**src/rtl/core/dmx_pkg.sv**
```systemverilog
// ----------------------------------------------------------------------------
// dmx_pkg
// Shared constants, codes and types of the DMX512 frame receiver.
// ----------------------------------------------------------------------------
package dmx_pkg;

	localparam int SLOT_COUNT = 512;
	localparam int SLOT_AW    = (SLOT_COUNT > 1) ? $clog2(SLOT_COUNT) : 1;
	localparam int NEXT_W     = 10;
	localparam int IDX_W      = 9;
	localparam int APB_AW     = 3;
	localparam int APB_DW     = 32;

	typedef enum logic [1:0] {
		ACT_CHAR  = 2'd0,
		ACT_READ  = 2'd1,
		ACT_CLEAR = 2'd2,
		ACT_NONE  = 2'd3
	} action_t;

	localparam logic CFG_IDX_START_CODE = 1'b0;

endpackage

```
**src/rtl/core/dmx_in_if.sv**
```systemverilog
// ----------------------------------------------------------------------------
// dmx_in_if
// Request channel of the DMX512 frame receiver.
// ----------------------------------------------------------------------------
interface dmx_in_if;
	logic       valid;
	logic       ready;
	logic [1:0] action;
	logic       break_flag;
	logic [7:0] rx_byte;
	logic [8:0] slot_index;
	logic [7:0] clear_mask;

	modport source (output valid, action, break_flag, rx_byte, slot_index, clear_mask,
		input ready);
	modport sink (input valid, action, break_flag, rx_byte, slot_index, clear_mask,
		output ready);
endinterface

```
**src/rtl/core/dmx_out_if.sv**
```systemverilog
// ----------------------------------------------------------------------------
// dmx_out_if
// Result channel of the DMX512 frame receiver.
// ----------------------------------------------------------------------------
interface dmx_out_if;
	logic       valid;
	logic       ready;
	logic [1:0] rx_state;
	logic [7:0] slot_value;
	logic [7:0] refresh_bits;
	logic       frame_done;

	modport source (output valid, rx_state, slot_value, refresh_bits, frame_done,
		input ready);
	modport sink (input valid, rx_state, slot_value, refresh_bits, frame_done,
		output ready);
endinterface

```
**src/rtl/core/dmx512_frame_receiver_top.sv**
```systemverilog
// ----------------------------------------------------------------------------
// dmx512_frame_receiver_top
// DMX512 frame receiver with a 512-slot store and refresh flags.
// ----------------------------------------------------------------------------
// Requests arrive on req_in: a received character (break flag and byte), a
// slot read or a refresh-flag clear. Each request yields one result on
// rsp_out with the receive state, the slot value, the refresh flags and a
// frame-done flag. The start code that opens a data frame is written over
// the APB port at address 0 while the block is idle, a duty of the user; the
// block itself does not enforce it. A result passes the synchronous read of
// the slot memory, then the output register. The block accepts one request
// per cycle while req_in.ready is high; the single-port slot memory takes
// one write or one read per request. When rsp_out stalls, the pipeline holds
// and req_in.ready drops once both stages are full. Reset returns the block
// to idle with zero refresh flags; the slot store needs no clearing pass, as
// a fill count marks the written prefix and slots above it read as zero.
// ----------------------------------------------------------------------------
module dmx512_frame_receiver_top (
	input  logic                       clk,
	input  logic                       arst_n,
	dmx_in_if.sink                     req_in,
	dmx_out_if.source                  rsp_out,
	input  logic                       psel,
	input  logic                       penable,
	input  logic                       pwrite,
	input  logic [dmx_pkg::APB_AW-1:0] paddr,
	input  logic [dmx_pkg::APB_DW-1:0] pwdata,
	output logic [dmx_pkg::APB_DW-1:0] prdata,
	output logic                       pready
);

	typedef enum logic [1:0] {
		ST_IDLE  = 2'd0,
		ST_BREAK = 2'd1,
		ST_DATA  = 2'd2
	} rx_state_t;

	localparam logic [dmx_pkg::NEXT_W-1:0] SLOT_LIMIT = dmx_pkg::NEXT_W'(dmx_pkg::SLOT_COUNT);

	logic [7:0] slot_mem [dmx_pkg::SLOT_COUNT];

	logic [7:0] start_code;

	rx_state_t                  state_q, state_d;
	logic [dmx_pkg::NEXT_W-1:0] next_q, next_d, next_inc;
	logic [dmx_pkg::NEXT_W-1:0] fill_q, fill_d;
	logic [7:0]                 refresh_q, refresh_d;
	logic                       done_d;
	logic                       mem_we;
	logic                       rd_hit_d;
	logic [dmx_pkg::NEXT_W-1:0] idx_ext;

	logic       accept;
	logic       s1_valid_q;
	logic       s1_adv;
	rx_state_t  state_s1;
	logic [7:0] refresh_s1;
	logic       done_s1;
	logic       rd_hit_s1;
	logic [7:0] rdata_s1;

	logic       out_valid_q;
	logic [1:0] state_s2;
	logic [7:0] value_s2;
	logic [7:0] refresh_s2;
	logic       done_s2;

	dmx_cfg_regs u_cfg (
		.clk        (clk),
		.arst_n     (arst_n),
		.psel       (psel),
		.penable    (penable),
		.pwrite     (pwrite),
		.paddr      (paddr),
		.pwdata     (pwdata),
		.prdata     (prdata),
		.pready     (pready),
		.start_code (start_code)
	);

	assign s1_adv       = s1_valid_q && (!out_valid_q || rsp_out.ready);
	assign req_in.ready = !s1_valid_q || s1_adv;
	assign accept       = req_in.valid && req_in.ready;
	assign next_inc     = next_q + 1'b1;
	assign idx_ext      = dmx_pkg::NEXT_W'(req_in.slot_index);

	always_comb begin
		state_d   = state_q;
		next_d    = next_q;
		fill_d    = fill_q;
		refresh_d = refresh_q;
		done_d    = 1'b0;
		mem_we    = 1'b0;
		rd_hit_d  = 1'b0;
		unique case (dmx_pkg::action_t'(req_in.action))
			dmx_pkg::ACT_CHAR: begin
				if (req_in.break_flag) begin
					state_d = ST_BREAK;
				end else if (state_q == ST_BREAK) begin
					if (req_in.rx_byte == start_code) begin
						state_d = ST_DATA;
						next_d  = '0;
					end else begin
						state_d = ST_IDLE;
					end
				end else if (state_q == ST_DATA) begin
					if (next_q < SLOT_LIMIT) begin
						mem_we = 1'b1;
						next_d = next_inc;
						if (next_inc > fill_q) begin
							fill_d = next_inc;
						end
					end
					refresh_d = 8'hFF;
					if (next_d >= SLOT_LIMIT || next_d == '0) begin
						state_d = ST_IDLE;
						done_d  = 1'b1;
					end
				end
			end
			dmx_pkg::ACT_READ: begin
				rd_hit_d = (idx_ext < SLOT_LIMIT) && (idx_ext < fill_q);
			end
			dmx_pkg::ACT_CLEAR: begin
				refresh_d = refresh_q & ~req_in.clear_mask;
			end
			default: begin
			end
		endcase
	end

	always_ff @(posedge clk) begin
		if (accept) begin
			if (mem_we) begin
				slot_mem[next_q[dmx_pkg::SLOT_AW-1:0]] <= req_in.rx_byte;
			end else begin
				rdata_s1 <= slot_mem[req_in.slot_index[dmx_pkg::SLOT_AW-1:0]];
			end
		end
	end

	always_ff @(posedge clk or negedge arst_n) begin
		if (!arst_n) begin
			state_q     <= ST_IDLE;
			next_q      <= '0;
			fill_q      <= '0;
			refresh_q   <= 8'h00;
			s1_valid_q  <= 1'b0;
			out_valid_q <= 1'b0;
		end else begin
			if (accept) begin
				state_q   <= state_d;
				next_q    <= next_d;
				fill_q    <= fill_d;
				refresh_q <= refresh_d;
			end
			if (accept) begin
				s1_valid_q <= 1'b1;
			end else if (s1_adv) begin
				s1_valid_q <= 1'b0;
			end
			if (s1_adv) begin
				out_valid_q <= 1'b1;
			end else if (rsp_out.ready) begin
				out_valid_q <= 1'b0;
			end
		end
	end

	always_ff @(posedge clk) begin
		if (accept) begin
			state_s1   <= state_d;
			refresh_s1 <= refresh_d;
			done_s1    <= done_d;
			rd_hit_s1  <= rd_hit_d;
		end
		if (s1_adv) begin
			state_s2   <= state_s1;
			value_s2   <= rd_hit_s1 ? rdata_s1 : 8'h00;
			refresh_s2 <= refresh_s1;
			done_s2    <= done_s1;
		end
	end

	assign rsp_out.valid        = out_valid_q;
	assign rsp_out.rx_state     = state_s2;
	assign rsp_out.slot_value   = value_s2;
	assign rsp_out.refresh_bits = refresh_s2;
	assign rsp_out.frame_done   = done_s2;

	a_done_idle: assert property (@(posedge clk) disable iff (!arst_n)
		(rsp_out.valid && rsp_out.frame_done) |-> (rsp_out.rx_state == ST_IDLE))
		else $error("frame done reported outside idle state");

	a_done_refresh: assert property (@(posedge clk) disable iff (!arst_n)
		(rsp_out.valid && rsp_out.frame_done) |-> (rsp_out.refresh_bits == 8'hFF))
		else $error("frame done without refresh flags set");

	a_fill_bound: assert property (@(posedge clk) disable iff (!arst_n)
		fill_q <= SLOT_LIMIT)
		else $error("fill count beyond slot count");

	a_ready_stall: assert property (@(posedge clk) disable iff (!arst_n)
		!req_in.ready |-> (s1_valid_q && out_valid_q && !rsp_out.ready))
		else $error("request side stalled without a full pipeline");

endmodule

```
**src/rtl/core/dmx_cfg_regs.sv**
```systemverilog
// ----------------------------------------------------------------------------
// dmx_cfg_regs
// APB register file holding the accepted start code.
// ----------------------------------------------------------------------------
module dmx_cfg_regs (
	input  logic                       clk,
	input  logic                       arst_n,
	input  logic                       psel,
	input  logic                       penable,
	input  logic                       pwrite,
	input  logic [dmx_pkg::APB_AW-1:0] paddr,
	input  logic [dmx_pkg::APB_DW-1:0] pwdata,
	output logic [dmx_pkg::APB_DW-1:0] prdata,
	output logic                       pready,
	output logic [7:0]                 start_code
);

	logic [7:0] start_code_q;
	logic       sel_start;

	assign sel_start  = (paddr[dmx_pkg::APB_AW-1] == dmx_pkg::CFG_IDX_START_CODE);
	assign pready     = 1'b1;
	assign start_code = start_code_q;
	assign prdata     = sel_start ? {{(dmx_pkg::APB_DW-8){1'b0}}, start_code_q} : '0;

	always_ff @(posedge clk or negedge arst_n) begin
		if (!arst_n) begin
			start_code_q <= 8'h00;
		end else if (psel && penable && pwrite && sel_start) begin
			start_code_q <= pwdata[7:0];
		end
	end

endmodule
```
**src/flat_wrapper.sv**
```systemverilog
// flat-port wrapper written by rule: the top's interface ports become plain ports
module dmx512_frame_receiver_top_flat 
  (clk, arst_n, psel, penable, pwrite, paddr, pwdata, prdata, pready, req_in_valid, req_in_action, req_in_break_flag, req_in_rx_byte, req_in_slot_index, req_in_clear_mask, req_in_ready, rsp_out_valid, rsp_out_rx_state, rsp_out_slot_value, rsp_out_refresh_bits, rsp_out_frame_done, rsp_out_ready);
  dmx_in_if req_in_i ();
  dmx_out_if rsp_out_i ();
  input  logic clk;
  input  logic arst_n;
  input  logic psel;
  input  logic penable;
  input  logic pwrite;
  input  logic [dmx_pkg::APB_AW-1:0] paddr;
  input  logic [dmx_pkg::APB_DW-1:0] pwdata;
  output logic [dmx_pkg::APB_DW-1:0] prdata;
  output logic pready;
  input wire logic [$bits(req_in_i.valid)-1:0] req_in_valid;
  input wire logic [$bits(req_in_i.action)-1:0] req_in_action;
  input wire logic [$bits(req_in_i.break_flag)-1:0] req_in_break_flag;
  input wire logic [$bits(req_in_i.rx_byte)-1:0] req_in_rx_byte;
  input wire logic [$bits(req_in_i.slot_index)-1:0] req_in_slot_index;
  input wire logic [$bits(req_in_i.clear_mask)-1:0] req_in_clear_mask;
  output wire logic [$bits(req_in_i.ready)-1:0] req_in_ready;
  output wire logic [$bits(rsp_out_i.valid)-1:0] rsp_out_valid;
  output wire logic [$bits(rsp_out_i.rx_state)-1:0] rsp_out_rx_state;
  output wire logic [$bits(rsp_out_i.slot_value)-1:0] rsp_out_slot_value;
  output wire logic [$bits(rsp_out_i.refresh_bits)-1:0] rsp_out_refresh_bits;
  output wire logic [$bits(rsp_out_i.frame_done)-1:0] rsp_out_frame_done;
  input wire logic [$bits(rsp_out_i.ready)-1:0] rsp_out_ready;
  assign req_in_i.valid = req_in_valid;
  assign req_in_i.action = req_in_action;
  assign req_in_i.break_flag = req_in_break_flag;
  assign req_in_i.rx_byte = req_in_rx_byte;
  assign req_in_i.slot_index = req_in_slot_index;
  assign req_in_i.clear_mask = req_in_clear_mask;
  assign req_in_ready = req_in_i.ready;
  assign rsp_out_valid = rsp_out_i.valid;
  assign rsp_out_rx_state = rsp_out_i.rx_state;
  assign rsp_out_slot_value = rsp_out_i.slot_value;
  assign rsp_out_refresh_bits = rsp_out_i.refresh_bits;
  assign rsp_out_frame_done = rsp_out_i.frame_done;
  assign rsp_out_i.ready = rsp_out_ready;
  dmx512_frame_receiver_top u_core (.clk(clk), .arst_n(arst_n), .req_in(req_in_i), .rsp_out(rsp_out_i), .psel(psel), .penable(penable), .pwrite(pwrite), .paddr(paddr), .pwdata(pwdata), .prdata(prdata), .pready(pready));
endmodule
```
**config.mk**
```make
export PLATFORM = sky130hd
export DESIGN_NAME = dmx512_frame_receiver_top_flat
export DESIGN_NICKNAME = d
export VERILOG_FILES = /design/src/rtl/core/dmx_pkg.sv /design/src/rtl/core/dmx_in_if.sv /design/src/rtl/core/dmx_out_if.sv /design/src/rtl/core/dmx512_frame_receiver_top.sv /design/src/rtl/core/dmx_cfg_regs.sv /design/src/flat_wrapper.sv
export SDC_FILE = /design/constraint.sdc
export NUM_CORES = 2
export LEC_CHECK = 0
export ABC_CLOCK_PERIOD_IN_PS = 4440
export BUFFER_PORTS_ARGS = -buffer_cell sky130_fd_sc_hd__buf_2
export CAP_MARGIN = 10
export CORE_MARGIN = 2
export CORE_UTILIZATION = 52
export CTS_CLUSTER_SIZE = 25
export DETAILED_ROUTE_END_ITERATION = 8
export GPL_TIMING_DRIVEN = 0
export PLACE_DENSITY = 0.64
export REMOVE_ABC_BUFFERS = 1
export SETUP_SLACK_MARGIN = 0.3
export SYNTH_ARGS = -nofsm -noshare
export SYNTH_HDL_FRONTEND = slang
export SYNTH_SLANG_ARGS = --single-unit
```
**constraint.sdc**
```tcl
create_clock -name clk -period 4.44 [get_ports clk]
set_clock_uncertainty 0.05 [all_clocks]
set_input_delay 0 -clock clk [delete_from_list [all_inputs] [get_ports clk]]
set_output_delay 0 -clock clk [all_outputs]
set_load 0.05 [all_outputs]
```
* Word level (Yosys, flattened, before mapping)
Memory sizes are Yosys's and may differ from the RTL's. A register that Yosys moved wholly into a read port is not among the register bits.
Cells that the tools add are included.
** Storage, ports and cells
- Word-level logic and storage cells :: 88
- Output and inout port bits :: 54
- Register bits :: 71
- Memories :: 1
- Memory bits (writable) :: 4096
** Operators by class
- Bitwise gates (word level) :: 8
- Eq/ne operators :: 6
- Muxes and demuxes :: 32
- $lt $le $gt $ge :: 5
- Reductions and logical operators :: 20
- $add $sub $neg :: 1
** Memory list
- u_core.slot_mem :: depth 512, width 8, read ports 1, clocked after memory_dff 1, write ports 1, RTL line dmx512_frame_receiver_top.sv:40 : logic [7:0] slot_mem [dmx_pkg::SLOT_COUNT];
** Operators by type and width (number)
- 2-to-1 mux 10 bit :: 8
- 2-to-1 mux 8 bit :: 4
- one-hot mux 8 bit (2 select lines) :: 1
- 2-to-1 mux 1 bit :: 13
- 2-to-1 mux 2 bit :: 6
- adder 10 x 1 -> 10 bit, second input constant :: 1
- greater-or-equal comparator 10 bit, second input constant :: 1
- > comparator 10 bit :: 1
- zero test 10 bit :: 1
- < comparator 10 bit, second input constant :: 1
- < comparator 9 x 10 -> 1 bit :: 1
- < comparator 9 x 10 -> 1 bit, second input constant :: 1
- AND 8 bit :: 1
- == test 8 bit :: 1
- inverter 8 bit :: 1
- AND reduction 7 bit :: 1
- logical AND 1 bit :: 6
- inverter 1 bit :: 6
- nonzero test 2 bit :: 3
- AND reduction 5 bit :: 1
- == test 2 x 1 -> 1 bit, second input constant :: 2
- == test 2 bit, second input constant :: 2
- OR reduction 4 bit :: 1
- logical OR 1 bit :: 3
- 4 further kinds :: 5

* Depth between registers and ports, before layout
- Depth in word-level cells :: 13
- Depth in mapped cells :: 12

* Modules after synthesis
Synthesis repeated with hierarchy kept, for this count alone.
** Second synthesis, totals
- Cells, all modules :: 7760
- Area total of the unflattened synthesis :: 162543.4 µm²
** By module, submodules not included
- dmx512_frame_receiver_top :: cells each 7708, sequential area each 124969.9 µm², instances 1, area an instance 161964.1 µm²
- dmx_cfg_regs :: cells each 52, sequential area each 200.2 µm², instances 1, area an instance 579.3 µm²

* Worst setup path after synthesis
No wires, ideal clock.
- Path kind :: register to register
- Start point :: register u_core.out_valid_q (netlist: u_core.rsp_out.valid)
- End point :: memory u_core.slot_mem[230][0] (enable)
- Arrival :: 3.053 ns
- Period minus slack after synthesis :: 3.473 ns
- Required time :: 4.020 ns
- Stages on the path, launching flop included :: 9
- Slack :: 0.967 ns
- Setup time :: 0.370 ns
- Cell sequence :: dfrtp_1 nand3b_1 nand2_1 inv_1 nand3_1 nor3b_2 nand2_1 clkbuf_1 nor2_1
** Between the ends
- Longest elaborated chain between the ends :: 7
** RTL lines
- start: declaration :: RTL line dmx512_frame_receiver_top.sv:62 : logic out_valid_q;
- start signal: assignment :: RTL line dmx512_frame_receiver_top.sv:149 : out_valid_q <= 1'b0;
- start signal: assignment :: RTL line dmx512_frame_receiver_top.sv:163 : out_valid_q <= 1'b1;
- start signal: assignment :: RTL line dmx512_frame_receiver_top.sv:165 : out_valid_q <= 1'b0;
- zero test 1 bit :: RTL line dmx512_frame_receiver_top.sv:81 : assign s1_adv = s1_valid_q && (!out_valid_q || rsp_out.ready);
- logical OR 1 bit :: RTL line dmx512_frame_receiver_top.sv:81
- logical AND 1 bit :: RTL line dmx512_frame_receiver_top.sv:81
- logical OR 1 bit :: RTL line dmx512_frame_receiver_top.sv:82 : assign req_in.ready = !s1_valid_q || s1_adv;
- via req_in_ready :: RTL line flat_wrapper.sv:21 : output wire logic [$bits(req_in_i.ready)-1:0] req_in_ready;
- logical AND 1 bit :: RTL line dmx512_frame_receiver_top.sv:83 : assign accept = req_in.valid && req_in.ready;
- 2-to-1 mux 1 bit :: RTL line dmx512_frame_receiver_top.sv:133 : if (accept) begin
- 2-to-1 mux 1 bit (implied by the code) :: RTL line dmx512_frame_receiver_top.sv:135 : slot_mem[next_q[dmx_pkg::SLOT_AW-1:0]] <= req_in.rx_byte;
- end: declaration :: RTL line dmx512_frame_receiver_top.sv:40
The timed path passes the listed nets, and every way through them passes these cells.

* Worst setup path in the final report
- Start point :: register u_core.state_q[0]
- End point :: memory u_core.slot_mem[217][5] (enable)
** Between the ends
- Longest elaborated chain between the ends :: 8
- Elaborated cells between the ends (all ways) :: 9
- Those cells by class :: eq/ne: 2; mux: 7
** RTL lines
- start: declaration :: RTL line dmx512_frame_receiver_top.sv:44 : rx_state_t state_q, state_d;
- start signal: assignment :: RTL line dmx512_frame_receiver_top.sv:152 : state_q <= state_d;
- == test 2 bit :: RTL line dmx512_frame_receiver_top.sv:106 : end else if (state_q == ST_DATA) begin
- 2-to-1 mux 1 bit :: RTL line dmx512_frame_receiver_top.sv:106
- 2-to-1 mux 1 bit * :: RTL line dmx512_frame_receiver_top.sv:99 : end else if (state_q == ST_BREAK) begin
- 2-to-1 mux 1 bit * :: RTL line dmx512_frame_receiver_top.sv:97 : if (req_in.break_flag) begin
- 2-to-1 mux 1 bit * :: RTL line dmx512_frame_receiver_top.sv:95 : unique case (dmx_pkg::action_t'(req_in.action))
- 2-to-1 mux 1 bit * :: RTL line dmx512_frame_receiver_top.sv:134 : if (mem_we) begin
- 2-to-1 mux 1 bit * :: RTL line dmx512_frame_receiver_top.sv:133
- 2-to-1 mux 1 bit (implied by the code) * :: RTL line dmx512_frame_receiver_top.sv:135
Every way passes the cells marked *; elsewhere a longest branch is shown, timed or not.

==> results.md <==
- The run finished with clean final reports.
- The clock latency on the worst-skew pair is 0.98 ns.
- In the post-synthesis netlist, the biggest area contributors are edfxtp_1, mux4_2, nor2_1.
- The hold-critical path depth is 2.
- The slack of the worst reg-to-reg path is 0.13 ns.
- The count of buffers added on input and output ports is 72.
- The boundary pin count is 124.
- Derived from the worst setup path, the maximum achievable clock frequency is 232 MHz.
- Synthesis produced a netlist whose cell count is between 7k and 8k.
- The kind of critical path is flop to flop.
- The number of antenna violations at the first check in global routing came to 13.
- At the worst endpoint, the required time is 4.94 ns.
- The total overflow left after global routing is 0.
- The post-synthesis sequential element count is between 4k and 5k.
- edfxtp_1 takes more of the synthesized area than any other cell.
- The die extent in y is between 500 and 600 um.
- The routed design has 386 mm of wire.
- Hold is met by 0.0387 ns.
- The initial core utilization is 52.4%.
- The transition at the pin with the smallest max-transition slack is 1.39 ns.
- The total clock buffers created by CTS is 410.
- The average size of a mapped cell is roughly 22 um2.
- The ratio of final minimum period to clock period is between 90% and 100%.
- The post-route antenna net violation count is 0.
- The flip-flop count of the largest register after layout is 4096.
- The core region is roughly 310000 um2.
- The class of the tightest hold or removal check is input port to flop.
- Setup total negative slack on the finished layout was measured at 0 ns.
- The die outline width is 562 um.
- The worst setup path is captured at a flop.
- The wire-length estimate of the detail-placed layout is 220 mm.
- The origin of the critical flop-to-flop path is u_core.state_q[0]$_DFFE_PN0P_.
- The share of the core filled with cells in the final layout is 59.4%.
- The number of core rows is 204.
- The post-placement cell count is 11.3k.
- The count of endpoints failing hold in the final timing report is 0.
- The count of synthesis-stage warnings from yosys is 0.
- The first global-routing pass estimated between 500 and 600 mm of wire.
- The signal on the critical path passes through nand2b_4, nor4_2, nand3_2, nor3b_4, buf_16, nand2_1, nor2_1.
- The leakage component of the power is 56.6 nW.
- The shortest clock period the worst path allows after layout is 4.31 ns.
- The final route contains between 70k and 80k vias.
- The worst slew margin relative to its limit is approximately 6.8%.
- On the worst path, the slowest cell contributes a delay of around 0.93 ns.
- The final setup violation count is 0.
- The number of different library cells used by synthesis comes to 63.
- The ratio of cells with drive above 1 in the final layout is 28.2%.
- For this run, the register share of the synthesized area comes to around 77%.
- The cell type of the slowest stage on the worst timing path is nor2_1.
- The dominant synthesized flop cell is edfxtp_1.
- Counting flops with an async set or reset pin after synthesis yields a share of less than 1%.
- The congestion estimate from routability-driven global placement came to around 0.80.
- In this run the most critical hold path is launched from req_in_rx_byte[6].
- Global routing consumed, over all layers together, roughly 24% of the routing resources.
- In this run the power density over the cells is 452 nW/um2.
- The floorplan step defined a die boundary enclosing 316000 um2.
- The cell area that synthesis handed to floorplanning was 162000 um2.
- For the worst setup path, the data arrival time is between 4 and 5 ns.
- TritonCTS built the clock tree.
- The startpoint type of the worst setup path is a flop.
- Max-cap violations in this run came to 0.
- The number of enable-type register cells in the synthesized netlist is 4135.
- CTS placed an instance of clkbuf_16 at the clock tree root.
- The average wire per standard cell is 31.8 um.
- The total iterations of the first detailed-routing run is 5.
- The number of clock sinks seen by CTS is around 4.2k.
- The critical register-to-register path endpoint is u_core.slot_mem[217][5]$_DFFE_PP_.
- The number of DRC markers in iteration 0 is 8938.
- The total power is 83.2 mW.
- The largest buffer count on any clock path is 4.
- In this run the worst path has a maximum fanout of 16.
- The count of pins over their slew limit is 0.
- In the routed design, unresolved DRC markers number 0.
- The number of global-route vias before repair is 78.1k.
- After clock tree synthesis, the clock-pin slew on the worst setup and hold paths is 0.06 ns.
- Compared with the post-synthesis result, the final layout area differs by 13.5%.
- Setup repair after global routing could not meet its margin everywhere.
- The worst min-delay path endpoint is u_core.slot_mem[250][6]$_DFFE_PP_.
- In this run the biggest area consumer among cell types represents 76.6% of the synthesized area.
- The clock tree synthesis step divided the H-tree into 5 levels.
- The number of cells traversed by the worst register-to-register path is 7.
- The detail-routed via count per cell is 6.33.
- The worst voltage drop across the vdd grid is between 0.0003 and 0.0004 V.
- The count of non-filler cells in the finished layout is about 12k.
- The fill cell instance count of the final layout is 21.7k.
- The post-layout net count is 7749.
- The largest net degree at the start of global routing is 161.
## Yosys cell counts, types with 27 or more instances
cell / number
buf_1: 34
mux2_2: 142
nand3_1: 31
o21ai_0: 121
o22a_1: 75
o221ai_1: 95
buf_4: 96
dfrtp_1: 40
edfxtp_1: 4135
nand2_1: 127
a221oi_1: 92
o22ai_1: 56
buf_6: 28
clkbuf_1: 245
a21oi_1: 27
mux2i_1: 157
nor2_1: 561
buf_2: 93
mux4_2: 1025
## per-stage QoR
step | cell area, um2 | worst slack [ns]
final | 184000 | 0.128
after CTS | 183000 | 0.00678
after global routing | 184000 | 0.0138
after detailed placement | 168000 | -1.85
after global placement | 165000 | -31.51
after floorplan | 160000 | -4.65
## cell usage in the layout (no fill, tap or decap), types with 11 or more instances in the layout
master	count
clkbuf_16	420
and2_1	12
mux2_2	142
inv_1	20
clkinvlp_4	15
o22a_1	75
ha_1	24
nor3_1	12
dlygate4sd3_1	89
nor2_1	335
clkinv_2	73
conb_1	25
o2111ai_1	15
nand2_2	15
nor2_4	31
a31oi_1	13
buf_16	74
o22ai_1	56
buf_8	11
nor2_2	195
o221ai_1	94
bufinv_16	56
nand2_4	13
mux4_2	1025
mux2i_1	157
clkinv_1	88
xor2_1	11
buf_2	60
a22oi_1	17
nor2b_1	15
buf_12	21
nand3_1	25
edfxtp_1	4135
a311oi_1	14
nand2_1	99
clkbuf_1	85
dfrtp_1	40
a21oi_1	26
a221oi_1	88
o21ai_0	121
## area by class of cell
type | instances | area [um2] | share of cell area (%)
Sequential cell | 4175 | 125000 | 68.1
Multi-Input combinational cell | 2773 | 35600 | 19.4
Clock buffer | 507 | 10800 | 5.87
Tap cell | 4120 | 5150 | 2.80
Timing Repair Buffer | 272 | 4070 | 2.21
Clock inverter | 257 | 3000 | 1.63
Inverter | 22 | 103 | 0.0558
Antenna cell | 5 | 12.5 | 0.00680
Timing Repair inverter | 1 | 5.00 | 0.00272
## how the worst max path moves through the flow
stage / endpoint / startpoint / slack, ns
after detailed placement: u_core.rdata_s1[3]$_DFFE_PP_ / req_in_slot_index[4] / -1.85
after global routing: u_core.slot_mem[351][7]$_DFFE_PP_ / u_core.state_q[0]$_DFFE_PN0P_ / 0.01
final: u_core.slot_mem[217][5]$_DFFE_PP_ / u_core.state_q[0]$_DFFE_PN0P_ / 0.13
after floorplan: u_core.rdata_s1[0]$_DFFE_PP_ / req_in_slot_index[4] / -4.65
after global placement: u_core.rdata_s1[2]$_DFFE_PP_ / req_in_slot_index[0] / -31.51
after CTS: u_core.slot_mem[154][2]$_DFFE_PP_ / u_core.rsp_out.valid$_DFFE_PN0P_ / 0.007
## cell families (layout without fill, tap and decap cells)
| logic type | count (synthesis) | after routing | synth area share (%) |
|---|---|---|---|
| compound gates | 555 | 555 | 2.52 |
| simple gates | 828 | 830 | 2.13 |
| flops | 4175 | 4175 | 77.2 |
| fa+ha+maj | 24 | 24 | 0.185 |
| other cells | 2 | 30 | 0.00463 |
| xor+xnor | 15 | 15 | 0.0811 |
| buf+inv | 518 | 1059 | 1.62 |
| mux | 1324 | 1324 | 16.2 |
## metal layers
layer | wire, um | vias to the layer above | GRT usage [%]
met5 | 11 | - | 0
met4 | 11600 | 2 | 7.04
met3 | 28100 | 517 | 3.57
met2 | 190000 | 3173 | 39.0
met1 | 156000 | 41400 | 34.6
li1 | - | 31700 | -
## critical path: cells and delay by family, from the launching register on
| kind | cells | cell delay [ns] |
|---|---|---|
| simple gates | 6 | 3.13 |
| flops | 1 | 0.49 |
| buf+inv | 1 | 0.21 |
## where the power goes
group	internal (mW)	leakage (nW)	total, mW	switching, mW
sequential	43.4	37.7	43.5	0.0848
combinational	1.56	12.3	4.18	2.62
clock	20.6	6.70	35.5	14.9
## repair_timing
item / in CTS / in global routing
endpoints found under the setup margin: 3960 / 2722
buffers inserted: 3 / 4
cloned: 2 / 7
pin swaps: 6 / 7
hold endpoints to repair: 2406 / 0
resized for setup: 205 / 106
hold buffers: 90 / 0
(Power assumes the default switching activity.)
